[config.mk]
export PLATFORM = sky130hd
export DESIGN_NAME = spi_master_with_slave_select_core_flat
export DESIGN_NICKNAME = d
export VERILOG_FILES = /design/src/rtl/core/sms_pkg.sv /design/src/rtl/core/sms_if.sv /design/src/rtl/core/spi_master_with_slave_select_core.sv /design/src/rtl/core/sms_select.sv /design/src/rtl/core/sms_engine.sv /design/src/flat_wrapper.sv
export SDC_FILE = /design/constraint.sdc
export NUM_CORES = 1
export LEC_CHECK = 0
export BUFFER_PORTS_ARGS = -buffer_cell sky130_fd_sc_hd__buf_4
export CORE_AREA = 2 2 85 87
export CTS_CLUSTER_SIZE = 30
export DETAILED_ROUTE_END_ITERATION = 6
export DIE_AREA = 0 0 87 89
export MAX_ROUTING_LAYER = met4
export PLACE_DENSITY_LB_ADDON = 0.2
export RECOVER_POWER = 50
export SLEW_MARGIN = 20
export SYNTH_ARGS = -nofsm -noshare
export SYNTH_HDL_FRONTEND = slang
export SYNTH_SLANG_ARGS = --single-unit
export TNS_END_PERCENT = 1
[constraint.sdc]
create_clock -name clk -period 4.4 [get_ports clk]
set_input_delay 0.22 -clock clk [delete_from_list [all_inputs] [get_ports clk]]
set_output_delay 0.22 -clock clk [all_outputs]
set_load 0.1 [all_outputs]
[src/rtl/core/sms_pkg.sv]
// sms_pkg: shared types, codes and constants of the spi master core
`timescale 1ns / 1ps

package sms_pkg;

	// default number of slave select lines
	localparam int unsigned NUM_SELECT_LINES_DEF = 5;

	// field widths
	localparam int unsigned OPCODE_W   = 2;
	localparam int unsigned INDEX_W    = 3;
	localparam int unsigned BYTE_W     = 8;
	localparam int unsigned STATUS_W   = 2;
	localparam int unsigned RATE_W     = 2;
	localparam int unsigned COUNT_W    = 3;
	localparam int unsigned DIV_W      = 7;
	localparam int unsigned BITCNT_W   = 4;
	localparam int unsigned CFG_IDX_W  = 3;
	localparam int unsigned CFG_DATA_W = 3;

	// command codes
	typedef enum logic [OPCODE_W-1:0] {
		OP_TICK     = 2'd0,
		OP_SELECT   = 2'd1,
		OP_DESELECT = 2'd2,
		OP_START    = 2'd3
	} opcode_t;

	// status codes
	typedef enum logic [STATUS_W-1:0] {
		ST_OK        = 2'd0,
		ST_SELECTED  = 2'd1,
		ST_BAD_INDEX = 2'd2
	} status_t;

	// configuration register indexes
	localparam logic [CFG_IDX_W-1:0] REG_CPOL   = 3'd0;
	localparam logic [CFG_IDX_W-1:0] REG_CPHA   = 3'd1;
	localparam logic [CFG_IDX_W-1:0] REG_LSB    = 3'd2;
	localparam logic [CFG_IDX_W-1:0] REG_RATE   = 3'd3;
	localparam logic [CFG_IDX_W-1:0] REG_DOUBLE = 3'd4;
	localparam logic [CFG_IDX_W-1:0] REG_COUNT  = 3'd5;

	// configuration seen by the exchange engine
	typedef struct packed {
		logic              cpol;
		logic              cpha;
		logic              lsb_first;
		logic [RATE_W-1:0] rate;
		logic              double_speed;
	} xfer_cfg_t;

	// per-word view of the exchange engine after the update
	typedef struct packed {
		logic              sck;
		logic              mosi;
		logic              busy;
		logic              done;
		logic [BYTE_W-1:0] rx;
	} xfer_out_t;

	// half period of sck in system ticks
	function automatic logic [DIV_W-1:0] half_period(input logic [RATE_W-1:0] rate,
			input logic dbl);
		logic [DIV_W-1:0] h;
		unique case (rate)
			2'd0: h = 7'd2;
			2'd1: h = 7'd8;
			2'd2: h = 7'd32;
			default: h = 7'd64;
		endcase
		return dbl ? (h >> 1) : h;
	endfunction

endpackage

[src/rtl/core/sms_if.sv]
// sms_if: command and result channel interfaces of the spi master core
`timescale 1ns / 1ps

interface sms_cmd_if;
	logic       valid;
	logic       ready;
	logic [1:0] opcode;
	logic [2:0] slave_index;
	logic [7:0] tx_byte;
	logic       miso;

	modport source(output valid, opcode, slave_index, tx_byte, miso, input ready);
	modport sink(input valid, opcode, slave_index, tx_byte, miso, output ready);
endinterface

interface sms_res_if #(
	parameter int unsigned NUM_SELECT_LINES = sms_pkg::NUM_SELECT_LINES_DEF
);
	logic                        valid;
	logic                        ready;
	logic                        sck_level;
	logic                        mosi_level;
	logic [NUM_SELECT_LINES-1:0] select_lines_n;
	logic                        transfer_busy;
	logic                        transfer_done;
	logic [7:0]                  rx_byte;
	logic [1:0]                  status;

	modport source(output valid, sck_level, mosi_level, select_lines_n, transfer_busy,
		transfer_done, rx_byte, status, input ready);
	modport sink(input valid, sck_level, mosi_level, select_lines_n, transfer_busy,
		transfer_done, rx_byte, status, output ready);
endinterface

[src/rtl/core/spi_master_with_slave_select_core.sv]
// spi_master_with_slave_select_core: spi master (modes 0 to 3) with slave select lines
// Each command word is one system clock tick of the spi master: it may select or release
// a slave select line, start a full-duplex 8-bit exchange, or just let the running
// exchange advance; the matching result word gives the pin levels (sck, mosi, selects),
// busy and done flags, the last received byte and a status code. One word is taken per
// clock cycle unless the result side stalls; the update is a single registered pass from
// the accepted command into the result register, and a new command is taken while the
// previous result is being taken too. Sck runs at one of four rates, halved with double
// speed, and one exchange spans sixteen half periods after the start word. Configuration
// writes take effect at once and belong to idle periods.
`timescale 1ns / 1ps

module spi_master_with_slave_select_core #(
	parameter int unsigned NUM_SELECT_LINES = sms_pkg::NUM_SELECT_LINES_DEF
) (
	input  logic                          clk,
	input  logic                          arst_n,
	input  logic                          cfg_we,
	input  logic [sms_pkg::CFG_IDX_W-1:0] cfg_index,
	input  logic [sms_pkg::CFG_DATA_W-1:0] cfg_data,
	sms_cmd_if.sink                       cmd,
	sms_res_if.source                     res
);
	import sms_pkg::*;

	typedef struct packed {
		logic                        sck;
		logic                        mosi;
		logic [NUM_SELECT_LINES-1:0] pins;
		logic                        busy;
		logic                        done;
		logic [BYTE_W-1:0]           rx;
		status_t                     status;
	} result_t;

	xfer_cfg_t            cfg_q;
	logic [COUNT_W-1:0]   count_q;
	logic                 step;
	logic                 res_valid_q;
	result_t              res_q;
	xfer_out_t            xout;
	logic [NUM_SELECT_LINES-1:0] pins_next;
	status_t              status;
	opcode_t              opcode;

	assign opcode    = opcode_t'(cmd.opcode);
	assign cmd.ready = !res_valid_q || res.ready;
	assign step      = cmd.valid && cmd.ready;

	// configuration registers
	always_ff @(posedge clk or negedge arst_n) begin
		if (!arst_n) begin
			cfg_q   <= '0;
			count_q <= '0;
		end else if (cfg_we) begin
			unique case (cfg_index)
				REG_CPOL:   cfg_q.cpol         <= cfg_data[0];
				REG_CPHA:   cfg_q.cpha         <= cfg_data[0];
				REG_LSB:    cfg_q.lsb_first    <= cfg_data[0];
				REG_RATE:   cfg_q.rate         <= cfg_data[RATE_W-1:0];
				REG_DOUBLE: cfg_q.double_speed <= cfg_data[0];
				REG_COUNT:  count_q            <= cfg_data[COUNT_W-1:0];
				default: begin
				end
			endcase
		end
	end

	sms_select #(
		.NUM_SELECT_LINES(NUM_SELECT_LINES)
	) u_select (
		.clk        (clk),
		.arst_n     (arst_n),
		.step       (step),
		.opcode     (opcode),
		.slave_index(cmd.slave_index),
		.slave_count(count_q),
		.pins_next  (pins_next),
		.status     (status)
	);

	sms_engine u_engine (
		.clk     (clk),
		.arst_n  (arst_n),
		.step    (step),
		.start   (opcode == OP_START),
		.tx_byte (cmd.tx_byte),
		.miso    (cmd.miso),
		.cfg     (cfg_q),
		.xout    (xout)
	);

	// result register valid
	always_ff @(posedge clk or negedge arst_n) begin
		if (!arst_n) begin
			res_valid_q <= 1'b0;
		end else if (cmd.ready) begin
			res_valid_q <= cmd.valid;
		end
	end

	// result register payload
	always_ff @(posedge clk) begin
		if (step) begin
			res_q.sck    <= xout.sck;
			res_q.mosi   <= xout.mosi;
			res_q.pins   <= pins_next;
			res_q.busy   <= xout.busy;
			res_q.done   <= xout.done;
			res_q.rx     <= xout.rx;
			res_q.status <= status;
		end
	end

	assign res.valid          = res_valid_q;
	assign res.sck_level      = res_q.sck;
	assign res.mosi_level     = res_q.mosi;
	assign res.select_lines_n = res_q.pins;
	assign res.transfer_busy  = res_q.busy;
	assign res.transfer_done  = res_q.done;
	assign res.rx_byte        = res_q.rx;
	assign res.status         = res_q.status;

endmodule

[src/rtl/core/sms_select.sv]
// sms_select: slave select line register and command checks
`timescale 1ns / 1ps

module sms_select #(
	parameter int unsigned NUM_SELECT_LINES = sms_pkg::NUM_SELECT_LINES_DEF
) (
	input  logic                          clk,
	input  logic                          arst_n,
	input  logic                          step,
	input  sms_pkg::opcode_t              opcode,
	input  logic [sms_pkg::INDEX_W-1:0]   slave_index,
	input  logic [sms_pkg::COUNT_W-1:0]   slave_count,
	output logic [NUM_SELECT_LINES-1:0]   pins_next,
	output sms_pkg::status_t              status
);
	import sms_pkg::*;

	logic [NUM_SELECT_LINES-1:0] pins_q;
	logic                        selected_q;
	logic                        selected_next;
	logic                        index_ok;
	logic [NUM_SELECT_LINES-1:0] line_mask;

	// index must be below both the line count in use and the built lines
	assign index_ok  = (slave_index < slave_count)
		&& (32'(slave_index) < NUM_SELECT_LINES);
	assign line_mask = NUM_SELECT_LINES'(1) << slave_index;

	// select / deselect decision
	always_comb begin
		pins_next     = pins_q;
		selected_next = selected_q;
		status        = ST_OK;
		unique case (opcode)
			OP_SELECT: begin
				if (selected_q) begin
					status = ST_SELECTED;
				end else if (!index_ok) begin
					status = ST_BAD_INDEX;
				end else begin
					pins_next     = pins_q & ~line_mask;
					selected_next = 1'b1;
				end
			end
			OP_DESELECT: begin
				if (!index_ok) begin
					status = ST_BAD_INDEX;
				end else begin
					pins_next     = pins_q | line_mask;
					selected_next = 1'b0;
				end
			end
			default: begin
				status = ST_OK;
			end
		endcase
	end

	// select state
	always_ff @(posedge clk or negedge arst_n) begin
		if (!arst_n) begin
			pins_q     <= '1;
			selected_q <= 1'b0;
		end else if (step) begin
			pins_q     <= pins_next;
			selected_q <= selected_next;
		end
	end

endmodule

[src/rtl/core/sms_engine.sv]
// sms_engine: sck divider, bit counter and shift registers of one byte exchange
`timescale 1ns / 1ps

module sms_engine (
	input  logic                       clk,
	input  logic                       arst_n,
	input  logic                       step,
	input  logic                       start,
	input  logic [sms_pkg::BYTE_W-1:0] tx_byte,
	input  logic                       miso,
	input  sms_pkg::xfer_cfg_t         cfg,
	output sms_pkg::xfer_out_t         xout
);
	import sms_pkg::*;

	logic [BYTE_W-1:0]   shift_q, rx_acc_q, received_q;
	logic [BITCNT_W-1:0] bit_count_q;
	logic [DIV_W-1:0]    div_q;
	logic                phase_q, busy_q;

	logic [BYTE_W-1:0]   shift_n, rx_acc_n, received_n;
	logic [BITCNT_W-1:0] bit_count_n;
	logic [DIV_W-1:0]    div_n;
	logic                phase_n, busy_n, done_n;

	// one tick of the exchange
	always_comb begin
		logic [DIV_W-1:0] div_inc;
		logic             leading, do_sample, do_shift, last;
		shift_n     = shift_q;
		rx_acc_n    = rx_acc_q;
		received_n  = received_q;
		bit_count_n = bit_count_q;
		div_n       = div_q;
		phase_n     = phase_q;
		busy_n      = busy_q;
		done_n      = 1'b0;
		div_inc     = div_q + DIV_W'(1);
		leading     = !bit_count_q[0];
		do_sample   = 1'b0;
		do_shift    = 1'b0;
		last        = (bit_count_q == '1);

		if (start && !busy_q) begin
			// load a new exchange; the divider starts counting on the next tick
			shift_n     = tx_byte;
			rx_acc_n    = '0;
			bit_count_n = '0;
			div_n       = '0;
			phase_n     = cfg.cpol;
			busy_n      = 1'b1;
		end else if (busy_q) begin
			div_n = div_inc;
			if (div_inc >= half_period(cfg.rate, cfg.double_speed)) begin
				div_n       = '0;
				phase_n     = !phase_q;
				bit_count_n = bit_count_q + BITCNT_W'(1);
				if (!cfg.cpha) begin
					do_sample = leading;
					do_shift  = !leading;
				end else begin
					do_sample = !leading;
					do_shift  = (leading && bit_count_q != '0) || last;
				end
				if (do_sample) begin
					rx_acc_n = cfg.lsb_first ? {miso, rx_acc_q[BYTE_W-1:1]}
						: {rx_acc_q[BYTE_W-2:0], miso};
				end
				if (do_shift) begin
					shift_n = cfg.lsb_first ? {1'b0, shift_q[BYTE_W-1:1]}
						: {shift_q[BYTE_W-2:0], 1'b0};
				end
				if (last) begin
					busy_n     = 1'b0;
					received_n = rx_acc_n;
					done_n     = 1'b1;
				end
			end
		end
	end

	// pin view after the tick
	assign xout.sck  = busy_n ? phase_n : cfg.cpol;
	assign xout.mosi = cfg.lsb_first ? shift_n[0] : shift_n[BYTE_W-1];
	assign xout.busy = busy_n;
	assign xout.done = done_n;
	assign xout.rx   = received_n;

	// exchange state
	always_ff @(posedge clk or negedge arst_n) begin
		if (!arst_n) begin
			shift_q     <= '0;
			rx_acc_q    <= '0;
			received_q  <= '0;
			bit_count_q <= '0;
			div_q       <= '0;
			phase_q     <= 1'b0;
			busy_q      <= 1'b0;
		end else if (step) begin
			shift_q     <= shift_n;
			rx_acc_q    <= rx_acc_n;
			received_q  <= received_n;
			bit_count_q <= bit_count_n;
			div_q       <= div_n;
			phase_q     <= phase_n;
			busy_q      <= busy_n;
		end
	end

endmodule

[src/flat_wrapper.sv]
// flat-port wrapper written by rule: the top's interface ports become plain ports
module spi_master_with_slave_select_core_flat import sms_pkg::*;
#(
	parameter int unsigned NUM_SELECT_LINES = sms_pkg::NUM_SELECT_LINES_DEF
)
  (clk, arst_n, cfg_we, cfg_index, cfg_data, cmd_valid, cmd_opcode, cmd_slave_index, cmd_tx_byte, cmd_miso, cmd_ready, res_valid, res_sck_level, res_mosi_level, res_select_lines_n, res_transfer_busy, res_transfer_done, res_rx_byte, res_status, res_ready);
  sms_cmd_if cmd_i ();
  sms_res_if #(.NUM_SELECT_LINES(NUM_SELECT_LINES)) res_i ();
  input  logic clk;
  input  logic arst_n;
  input  logic cfg_we;
  input  logic [sms_pkg::CFG_IDX_W-1:0] cfg_index;
  input  logic [sms_pkg::CFG_DATA_W-1:0] cfg_data;
  input wire logic [$bits(cmd_i.valid)-1:0] cmd_valid;
  input wire logic [$bits(cmd_i.opcode)-1:0] cmd_opcode;
  input wire logic [$bits(cmd_i.slave_index)-1:0] cmd_slave_index;
  input wire logic [$bits(cmd_i.tx_byte)-1:0] cmd_tx_byte;
  input wire logic [$bits(cmd_i.miso)-1:0] cmd_miso;
  output wire logic [$bits(cmd_i.ready)-1:0] cmd_ready;
  output wire logic [$bits(res_i.valid)-1:0] res_valid;
  output wire logic [$bits(res_i.sck_level)-1:0] res_sck_level;
  output wire logic [$bits(res_i.mosi_level)-1:0] res_mosi_level;
  output wire logic [$bits(res_i.select_lines_n)-1:0] res_select_lines_n;
  output wire logic [$bits(res_i.transfer_busy)-1:0] res_transfer_busy;
  output wire logic [$bits(res_i.transfer_done)-1:0] res_transfer_done;
  output wire logic [$bits(res_i.rx_byte)-1:0] res_rx_byte;
  output wire logic [$bits(res_i.status)-1:0] res_status;
  input wire logic [$bits(res_i.ready)-1:0] res_ready;
  assign cmd_i.valid = cmd_valid;
  assign cmd_i.opcode = cmd_opcode;
  assign cmd_i.slave_index = cmd_slave_index;
  assign cmd_i.tx_byte = cmd_tx_byte;
  assign cmd_i.miso = cmd_miso;
  assign cmd_ready = cmd_i.ready;
  assign res_valid = res_i.valid;
  assign res_sck_level = res_i.sck_level;
  assign res_mosi_level = res_i.mosi_level;
  assign res_select_lines_n = res_i.select_lines_n;
  assign res_transfer_busy = res_i.transfer_busy;
  assign res_transfer_done = res_i.transfer_done;
  assign res_rx_byte = res_i.rx_byte;
  assign res_status = res_i.status;
  assign res_i.ready = res_ready;
  spi_master_with_slave_select_core #(.NUM_SELECT_LINES(NUM_SELECT_LINES)) u_core (.clk(clk), .arst_n(arst_n), .cfg_we(cfg_we), .cfg_index(cfg_index), .cfg_data(cfg_data), .cmd(cmd_i), .res(res_i));
endmodule
# Word-level counts from Yosys, hierarchy flattened
# Cells that the tools add are included.
# totals
reg_bits,72
in_bits,25
out_inout_bits,21
word_cells,128
# op_classes
addsub,2
n_lt_le_gt_ge,3
n_eq_ne,12
shifts,1
muxes,53
bitwise,5
reduce_logical,28
# ops
cell,n
$mux 8,14
$mux 7,6
$mux 1,21
$pmux 7 s3,1
$mux 5,3
$reduce_and 2->1,7
$mux 4,3
$pmux 5 s2,1
$reduce_bool 2->1,4
$add 7x1->7 const B,1
$ge 7x7->1,1
$eq 2x2->1 const B,3
$eq 3x2->1 const B,2
$eq 3x3->1 const B,2
$reduce_and 3->1,2
$and 5x5->5,1
$not 5->5,1
$or 5x5->5,1
$shl 1x3->5 const A,1
$add 4x1->4 const B,1
$eq 2x1->1 const B,2
$eq 4x4->1 const B,1
$logic_and 1x1->1,4
$logic_not 1->1,4
14 further kinds,17

# Longest topological paths before layout
# Gate-level depths: netlist of the first run.
# logic_depth
ltp_word,14
ltp_mapped,13
ltp_nobuf,11

# By module
# From an unflattened synthesis of the first run, not the netlist that was laid out.
# unflattened
hier_cells,366
area_unflattened_um2,3935.0
# by_module_without_submodules
module,instances,cells_per_inst,area_each_um2,seq_area_each_um2
sms_engine,1,242,2306.0,925.9
spi_master_with_slave_select_core,1,48,1028.5,820.8
sms_select,1,76,600.6,156.4

# Worst setup path before layout of the first run
# Ideal clock, no wire load.
# synth_timing
path_kind,reg-to-reg
from,reg u_core.res_valid_q (netlist: u_core.res.valid)
to,"reg u_core.res_q, in the netlist u_core.res.mosi_level, enable pin"
setup_ns,0.391
arrival_ns,2.892
required_ns,4.009
setup_slack_ns,1.118
path_stages_with_launch,5
n_path_buf,1
period_less_slack_ns,3.282
path_cell_list,dfrtp_1 -> nand2b_1 -> nand2_1 -> inv_1 -> clkbuf_1
# synth_between
elab_chain_cells,3
# synth_rtl
element,line_no,rtl
"start, declared",spi_master_with_slave_select_core.sv:39,logic res_valid_q;
"start signal, assigned",spi_master_with_slave_select_core.sv:98,res_valid_q <= cmd.valid;
$logic_not 1->1,spi_master_with_slave_select_core.sv:47,assign cmd.ready = !res_valid_q || res.ready;
$logic_or 1x1->1,spi_master_with_slave_select_core.sv:47,
via cmd_ready,flat_wrapper.sv:19,output wire logic [$bits(cmd_i.ready)-1:0] cmd_ready;
$logic_and 1x1->1,spi_master_with_slave_select_core.sv:48,assign step = cmd.valid && cmd.ready;
via u_core.step,spi_master_with_slave_select_core.sv:38,logic step;
"end, declared",spi_master_with_slave_select_core.sv:40,result_t res_q;
# The timed path passes the listed nets, and every way through them passes these cells.
# A chain may end at the register's enable or synchronous reset.

# Worst setup path after layout of the first run
# layout_timing
from,reg u_core.u_engine.div_q[0]
to,"reg u_core.res_q, in the netlist u_core.res.rx_byte[5] (data pin)"
# layout_between
elab_chain_cells,5
# layout_rtl
element,line_no,rtl
"start, declared",sms_engine.sv:18,logic [DIV_W-1:0] div_q;
"start signal, assigned",sms_engine.sv:104,div_q <= div_n;
$add 7x1->7,sms_engine.sv:38,div_inc = div_q + DIV_W'(1);
$ge 7x7->1,sms_engine.sv:54,"if (div_inc >= half_period(cfg.rate, cfg.double_speed)) begin"
$mux 8,sms_engine.sv:54,
$mux 8,sms_engine.sv:52,end else if (busy_q) begin
$mux 8,sms_engine.sv:44,if (start && !busy_q) begin
via u_core.u_engine.received_n[5],sms_engine.sv:21,"logic [BYTE_W-1:0] shift_n, rx_acc_n, received_n;"
# The timed path passes the listed nets, and every way through them passes these cells.

==> results of run 1 <==
-- layer usage --
layer,vias up,global-route usage [%],part of all wire [%]
met1,1479,29.6,45
met3,14,3.05,4.6
met2,73,40.1,49
met4,0,9.80,1.7
met5,-,-,0
li1,1461,-,-
-- layout make-up --
type	count	area, µm²	share of cell area [%]
well taps	80	100	2.21
inverters	20	75.1	1.66
multi-input cells	271	1900	41.8
clock buffers	11	141	3.12
clock inverters	5	129	2.84
repair buffers	48	288	6.35
flip-flops and latches	72	1900	42.0
-- flip-flops by register name (all words and copies together) (netlist names), 2 cells and up --
register	cells
u_core.u_engine.shift_q	8
u_core.u_engine.rx_acc_q	8
u_core.u_engine.bit_count_q	4
u_core.cfg_q	6
u_core.u_select.pins_q	5
u_core.u_engine.received_q	8
u_core.count_q	3
u_core.u_engine.div_q	7
u_core.res.select_lines_n	5
u_core.res.status	2
u_core.res.rx_byte	8
-- cells in the mapped netlist, types with 12 or more instances --
| cell type | instances |
|---|---|
| a22o_1 | 13 |
| nand2_1 | 30 |
| nor2_1 | 24 |
| inv_1 | 20 |
| mux2_2 | 25 |
| dfrtp_1 | 48 |
| a21oi_1 | 31 |
| mux2i_1 | 14 |
| edfxtp_1 | 19 |
| nand3_1 | 14 |
| clkbuf_1 | 12 |
| o21ai_0 | 36 |
| ha_1 | 15 |
-- placed cells by master, fill, tap and decap left out, types with 2 or more instances in the layout --
master	Yosys	layout
a2111oi_1	2	2
a211oi_1	2	2
a21o_1	3	3
a21oi_1	31	31
a21oi_2	2	2
a22o_1	13	13
a31oi_1	3	3
a41oi_1	5	5
and3_1	4	4
buf_4	0	27
bufinv_16	0	4
clkbuf_1	12	21
clkbuf_8	0	10
dfrtp_1	48	48
dfstp_2	5	5
edfxtp_1	19	19
ha_1	15	15
inv_1	20	20
mux2_2	25	24
mux2i_1	14	14
nand2_1	30	30
nand2b_1	7	7
nand3_1	14	14
nand3b_1	3	3
nor2_1	24	24
nor2b_1	4	4
nor3_1	3	3
nor4bb_1	2	2
o21ai_0	36	36
o21ai_1	2	2
o32ai_1	2	2
or3_1	2	2
or3b_2	2	2
xnor2_1	5	5
xor2_1	3	3
-- kinds of logic (layout without fill, tap and decap cells) --
| logic type | Yosys count | after routing | share of synthesized area [%] |
|---|---|---|---|
| AOI/OAI and AO/OA | 107 | 107 | 17.0 |
| and+or+nand+nor | 101 | 101 | 13.4 |
| DFF | 72 | 72 | 48.1 |
| muxes | 40 | 40 | 11.0 |
| buffers and inverters | 37 | 84 | 3.92 |
| adders and majority gates | 15 | 15 | 4.75 |
| xor gates and xnor gates | 8 | 8 | 1.77 |
-- path summary, 6_finish.rpt --
kind | to | slack (ns) | depth (start not counted)
worst max-delay path | u_core.res.rx_byte[5] | 1.24 | 11
worst min-delay path | u_core.res.valid | 0.09 | 2
worst max register to register | u_core.res.rx_byte[5] | 1.24 | 11
worst min register to register | u_core.u_select.pins_q[1] | 0.51 | 2
max in group asynchronous | u_core.u_engine.rx_acc_q[2] | 1.46 | 2
min in group asynchronous | u_core.u_engine.div_q[2] | 1.35 | 2
-- power breakdown --
group	internal, mW	total [mW]	switching (mW)
logic	0.355	0.948	0.592
clock network	0.451	0.696	0.245
registers	0.850	1.02	0.170
total	1.66	2.66	1.01
-- critical path: cells and delay by family, from the launching register on --
| family | cells | cell delay, ns |
|---|---|---|
| xor gates and xnor gates | 1 | 0.16 |
| adders and majority gates | 2 | 0.55 |
| muxes | 1 | 0.42 |
| DFF | 1 | 0.43 |
| and+or+nand+nor | 4 | 0.94 |
| AOI/OAI and AO/OA | 2 | 0.22 |
| buffers and inverters | 1 | 0.18 |
-- stage by stage --
step	hold slack [ns]	utilization [%]	instance area, µm²
6_report	0.0859	67.4	4530
5_1_grt	0.103	67.4	4530
4_1_cts	0.0786	68.6	4610
3_5_place_dp	0.315	64.4	4330
3_3_place_gp	0.313	64.4	4330
2_1_floorplan	-0.0756	-	3950
-- repair_timing --
item | in CTS | in global routing
hold buffers | 1 | 0
buffers inserted | 0 | 0
hold endpoints to repair | 48 | 0
endpoints found under the setup margin | 0 | 0
==> results.ini, run 1 <==
[run_status]
status = finished with violations
violations = capacitance limit, slew limit

[sta]
fin_setup_tns_ns = 0
setup_violations = 0
finalHoldViolCount = 0
worst_pin_slew_ns = 2.85
grt_setup_unrepaired = no
finClkSkew_ns = 0.0118
drv_slew = 54
finalCritPeriodShare_pct = 71.8
timing.fmax_mhz = 317
min_period_ns = 3.16
relSlewSlack_pct = -89.9
setup_slack_ns = 1.24

[drt]
drcViolationCount = 0
vias = 3027
routed_wl_um = 8340
first_iter_violations = 219
first_pass_iters = 4
ant_nets = 0
via_per_inst = 5.97
wire_per_inst_um = 16.5

[finish]
area_growth_pct = 14.6
fill_cells = 519
diodes = 0
fin_cells = 507
fin_nets = 462
drive_above_1_share_pct = 19.4

[hold_path]
min_from = cmd_valid
min_path_type = in -> reg

[logic_synthesis]
yosys_most_used_dff = dfrtp_1
syn_area_um2 = 3950
yosysSeqAreaShare_pct = 48.1
async_flop_share_pct = 73.6
synth-seq-cells = 72
ys_warn_count = 0
synth_edf_count = 19
synth_nets = 420
synth.top_cell.area_share_pct = 30.4
synth.area.top_cells = dfrtp_1, edfxtp_1, mux2_2, ha_1, o21ai_0
ys_types = 48
synth_area_leader_cell = dfrtp_1
syn_area_per_cell_um2 = 10.4
netlist_instances = 380

[power_and_ir_drop]
powerDensity_nw_per_um2 = 588
peakVddDrop_v = 0.000352
leakagePower_nw = 1.90
finalPower_mw = 2.66

[die]
die_y_um = 89
die_area_um2 = 7740
core_area_um2 = 6720
row_count = 30
dieWidth_um = 87
io_pins = 46
start_util_pct = 58.8

[grt]
grt_pass1_vias = 3076
grt_max_degree = 54
grt_pass1_wl_um = 14000
grt-ovfl-total = 0
grtUsageTotal_pct = 24.0
antenna_found_initial = 0

[critical_path]
crit_top_cell = ha_1
crit_path_start_kind = flip-flop
end_kind = flip-flop
cpPeakStageDelay_ns = 0.65
crit_fanout = 12
reg2reg_from = u_core.u_engine.div_q[0]
crit_chain = ha_1 -> nand3_1 -> nor2_1 -> xor2_1 -> ha_1 -> nand2_1 -> o21ai_0 -> a21oi_1 -> buf_4 -> nor3_2 -> mux2_2
cp_slowest_cell = nor3_2
crit_type = reg -> reg
required_ns = 4.49
arrival_ns = 3.25
startpoint = u_core.u_engine.div_q[0]

[placed_design]
pre_cts_slack_ns = 1.30
gp_congestion = 0.929
io_buffers = 45
place_hpwl_um = 5600
placed_cells = 490

[clock_network]
cts.sinks = 72
clk_pin_slew_ns = 0.07
clk_path_buf_depth = 2
clock_latency_ns = 0.34
ctsRootBufferMaster = clkbuf_8
cts_resized = 0
cts_tree = done
cts_buffers = 9
h-tree-depth = 3

[job]
maxCapViolations = 1

No activity file was read; power rests on OpenSTA's default activity.
==> run 2: changes to the inputs <==
--- a/config.mk
+++ b/config.mk
@@ -6,10 +6,10 @@
 export NUM_CORES = 1
 export LEC_CHECK = 0
 export BUFFER_PORTS_ARGS = -buffer_cell sky130_fd_sc_hd__buf_4
-export CORE_AREA = 2 2 85 87
+export CORE_AREA = 2 2 90 92
 export CTS_CLUSTER_SIZE = 30
 export DETAILED_ROUTE_END_ITERATION = 6
-export DIE_AREA = 0 0 87 89
+export DIE_AREA = 0 0 92 94
 export MAX_ROUTING_LAYER = met4
 export PLACE_DENSITY_LB_ADDON = 0.2
 export RECOVER_POWER = 50
==> constraint.sdc (replaced) <==
create_clock -name clk -period 2.9 [get_ports clk]
set_input_delay 0.145 -clock clk [delete_from_list [all_inputs] [get_ports clk]]
set_output_delay 0.145 -clock clk [all_outputs]
set_load 0.1 [all_outputs]
==> results.ini, run 2 (same netlist as run 1, synthesis figures left out) <==
[grt]
grt-ovfl-total = 0  ; unchanged
grt_pass1_vias = 3011  ; was 3076
grtUsageTotal_pct = 20.8  ; was 24.0%
antenna_found_initial = 0  ; unchanged
grt_max_degree = 54  ; unchanged
grt_pass1_wl_um = 13900  ; was 14000 µm

[sta]
relSlewSlack_pct = 11.8  ; was -89.9%
fin_setup_tns_ns = 0  ; unchanged
worst_pin_slew_ns = 1.32  ; was 2.85 ns
drv_slew = 0  ; was 54
timing.fmax_mhz = 362  ; was 317 MHz
setup_violations = 0  ; unchanged
finalHoldViolCount = 0  ; unchanged
min_period_ns = 2.76  ; was 3.16 ns
finClkSkew_ns = 0.00871  ; was 0.0118 ns
grt_setup_unrepaired = no  ; unchanged
finalCritPeriodShare_pct = 95.2  ; was 71.8%

[finish]
area_growth_pct = 16.4  ; was 14.6%
fill_cells = 661  ; was 519
fin_cells = 539  ; was 507
diodes = 0  ; unchanged
final_common_cell = dfrtp_1  ; unchanged
drive_above_1_share_pct = 22.7  ; was 19.4%
final_area_um2 = 4600  ; was 4530 µm²
fin_nets = 472  ; was 462
most-common-layout-cells = dfrtp_1, o21ai_0, buf_4  ; was dfrtp_1, o21ai_0, a21oi_1

[power_and_ir_drop]
peakVddDrop_v = 0.000328  ; was 0.000352 V
powerDensity_nw_per_um2 = 851  ; was 588 nW/µm²
leakagePower_nw = 1.93  ; was 1.90 nW

[die]
die_area_um2 = 8650  ; was 7740 µm²
start_util_pct = 52.0  ; was 58.8%
die_y_um = 94  ; was 89 µm
core_area_um2 = 7610  ; was 6720 µm²
dieWidth_um = 92  ; was 87 µm
io_pins = 46  ; unchanged
row_count = 32  ; was 30

[run_status]
status = completed  ; was finished with violations

[drt]
drcViolationCount = 0  ; unchanged
first_pass_iters = 5  ; was 4
routed_wl_um = 8270  ; was 8340 µm
wire_per_inst_um = 15.3  ; was 16.5 µm
via_per_inst = 5.71  ; was 5.97
ant_nets = 0  ; unchanged
vias = 3078  ; was 3027
first_iter_violations = 239  ; was 219

[clock_network]
clock_latency_ns = 0.35  ; was 0.34 ns
h-tree-depth = 3  ; unchanged
clk_path_buf_depth = 2  ; unchanged
cts_tree = done  ; unchanged
cts_buffers = 9  ; unchanged
ctsRootBufferMaster = clkbuf_8  ; unchanged
cts.sinks = 72  ; unchanged
clk_pin_slew_ns = 0.07  ; about the same

[hold_path]
min_path_type = in -> reg  ; unchanged

[job]
maxCapViolations = 0  ; was 1

[placed_design]
placed_area_um2 = 4410  ; was 4330 µm²
place_hpwl_um = 5520  ; was 5600 µm
gp_congestion = 0.848  ; was 0.929
placed_cells = 519  ; was 490
io_buffers = 45  ; unchanged

[critical_path]
crit_type = reg -> reg  ; unchanged
end_kind = flip-flop  ; unchanged
crit_path_start_kind = flip-flop  ; unchanged
required_ns = 3.09  ; was 4.49 ns
crit_fanout = 12  ; unchanged
arrival_ns = 2.95  ; was 3.25 ns

## run 2: changes by cell type in the layout (fill, tap and decap cells not counted), sizes merged
cell         change
buf              +7
bufinv           -2
clkbuf           +1
clkinv           +3
dlygate4sd3      +1
## run 2: layout make-up
cell class	instances	area, µm²	area share, %
well taps	102	128	2.77
clock inverters	6	82.6	1.79
flip-flops and latches	72	1900	41.3
clock buffers	10	138	2.99
repair buffers	58	363	7.88
inverters	20	75.1	1.63
multi-input cells	271	1910	41.6
## run 2: final timing paths
check | start | endpoint | slack [ns] | cells past startpoint
max in group asynchronous | arst_n | u_core.count_q[2] | 1.47 | 2
min | cfg_data[2] | u_core.count_q[2] | 0.03 | 2
min reg2reg | u_core.u_engine.received_q[2] | u_core.u_engine.received_q[2] | 0.51 | 1
min in group asynchronous | arst_n | u_core.u_engine.div_q[2] | 0.62 | 2
max reg2reg | u_core.u_engine.div_q[0] | u_core.res.mosi_level | 0.14 | 12
max | u_core.u_engine.div_q[0] | u_core.res.mosi_level | 0.14 | 12
## run 2: what timing repair did
action / CTS / global route
resized for setup: 1 / 5
endpoints found under the setup margin: 6 / 20
endpoints found under the hold margin: 49 / 0
pin swaps: 0 / 1
hold buffers: 2 / 0
setup buffers: 0 / 2
## run 2: critical path, stage by stage (launching register included)
cell,delay [ns]
dfrtp_1,0.39
ha_2,0.21
nand3_2,0.10
nor2_2,0.05
xor2_1,0.17
ha_1,0.31
nand2_1,0.08
nor2_1,0.13
a21oi_1,0.08
buf_4,0.18
or3_4,0.43
mux2_4,0.33
o22ai_2,0.15
## run 2: through the flow
step / worst slack (ns) / hold WS (ns) / utilization (%) / power (mW)
finish: 0.140 / 0.0313 / 60.5 / 3.92
global route: 0.0503 / 0.0176 / 60.5 / 4.19
CTS: 0.0528 / 0.0256 / 61.2 / 3.94
detailed placement: 0.0117 / 0.231 / 58.0 / 3.04
global placement: 0.0906 / 0.235 / 58.0 / 2.98
floorplan: 0.0193 / -0.151 / - / 2.70
## run 2: per-layer routing
layer  wire length [µm]  global-route usage [%]  share of wire, %  vias to the layer above
met2               3830                    32.3                46                       85
met3                386                    4.74               4.7                       22
met5                  0                       -                 0                        -
met4                123                    7.71               1.5                        0
met1               3930                    27.0                48                     1482
li1                   -                       -                 -                     1489
## run 2: power breakdown
| group | switching (mW) | total, mW | internal (mW) |
|---|---|---|---|
| Sequential | 0.238 | 1.53 | 1.29 |
| Combinational | 0.916 | 1.51 | 0.591 |
| Clock | 0.379 | 0.882 | 0.503 |
| Total | 1.53 | 3.92 | 2.38 |
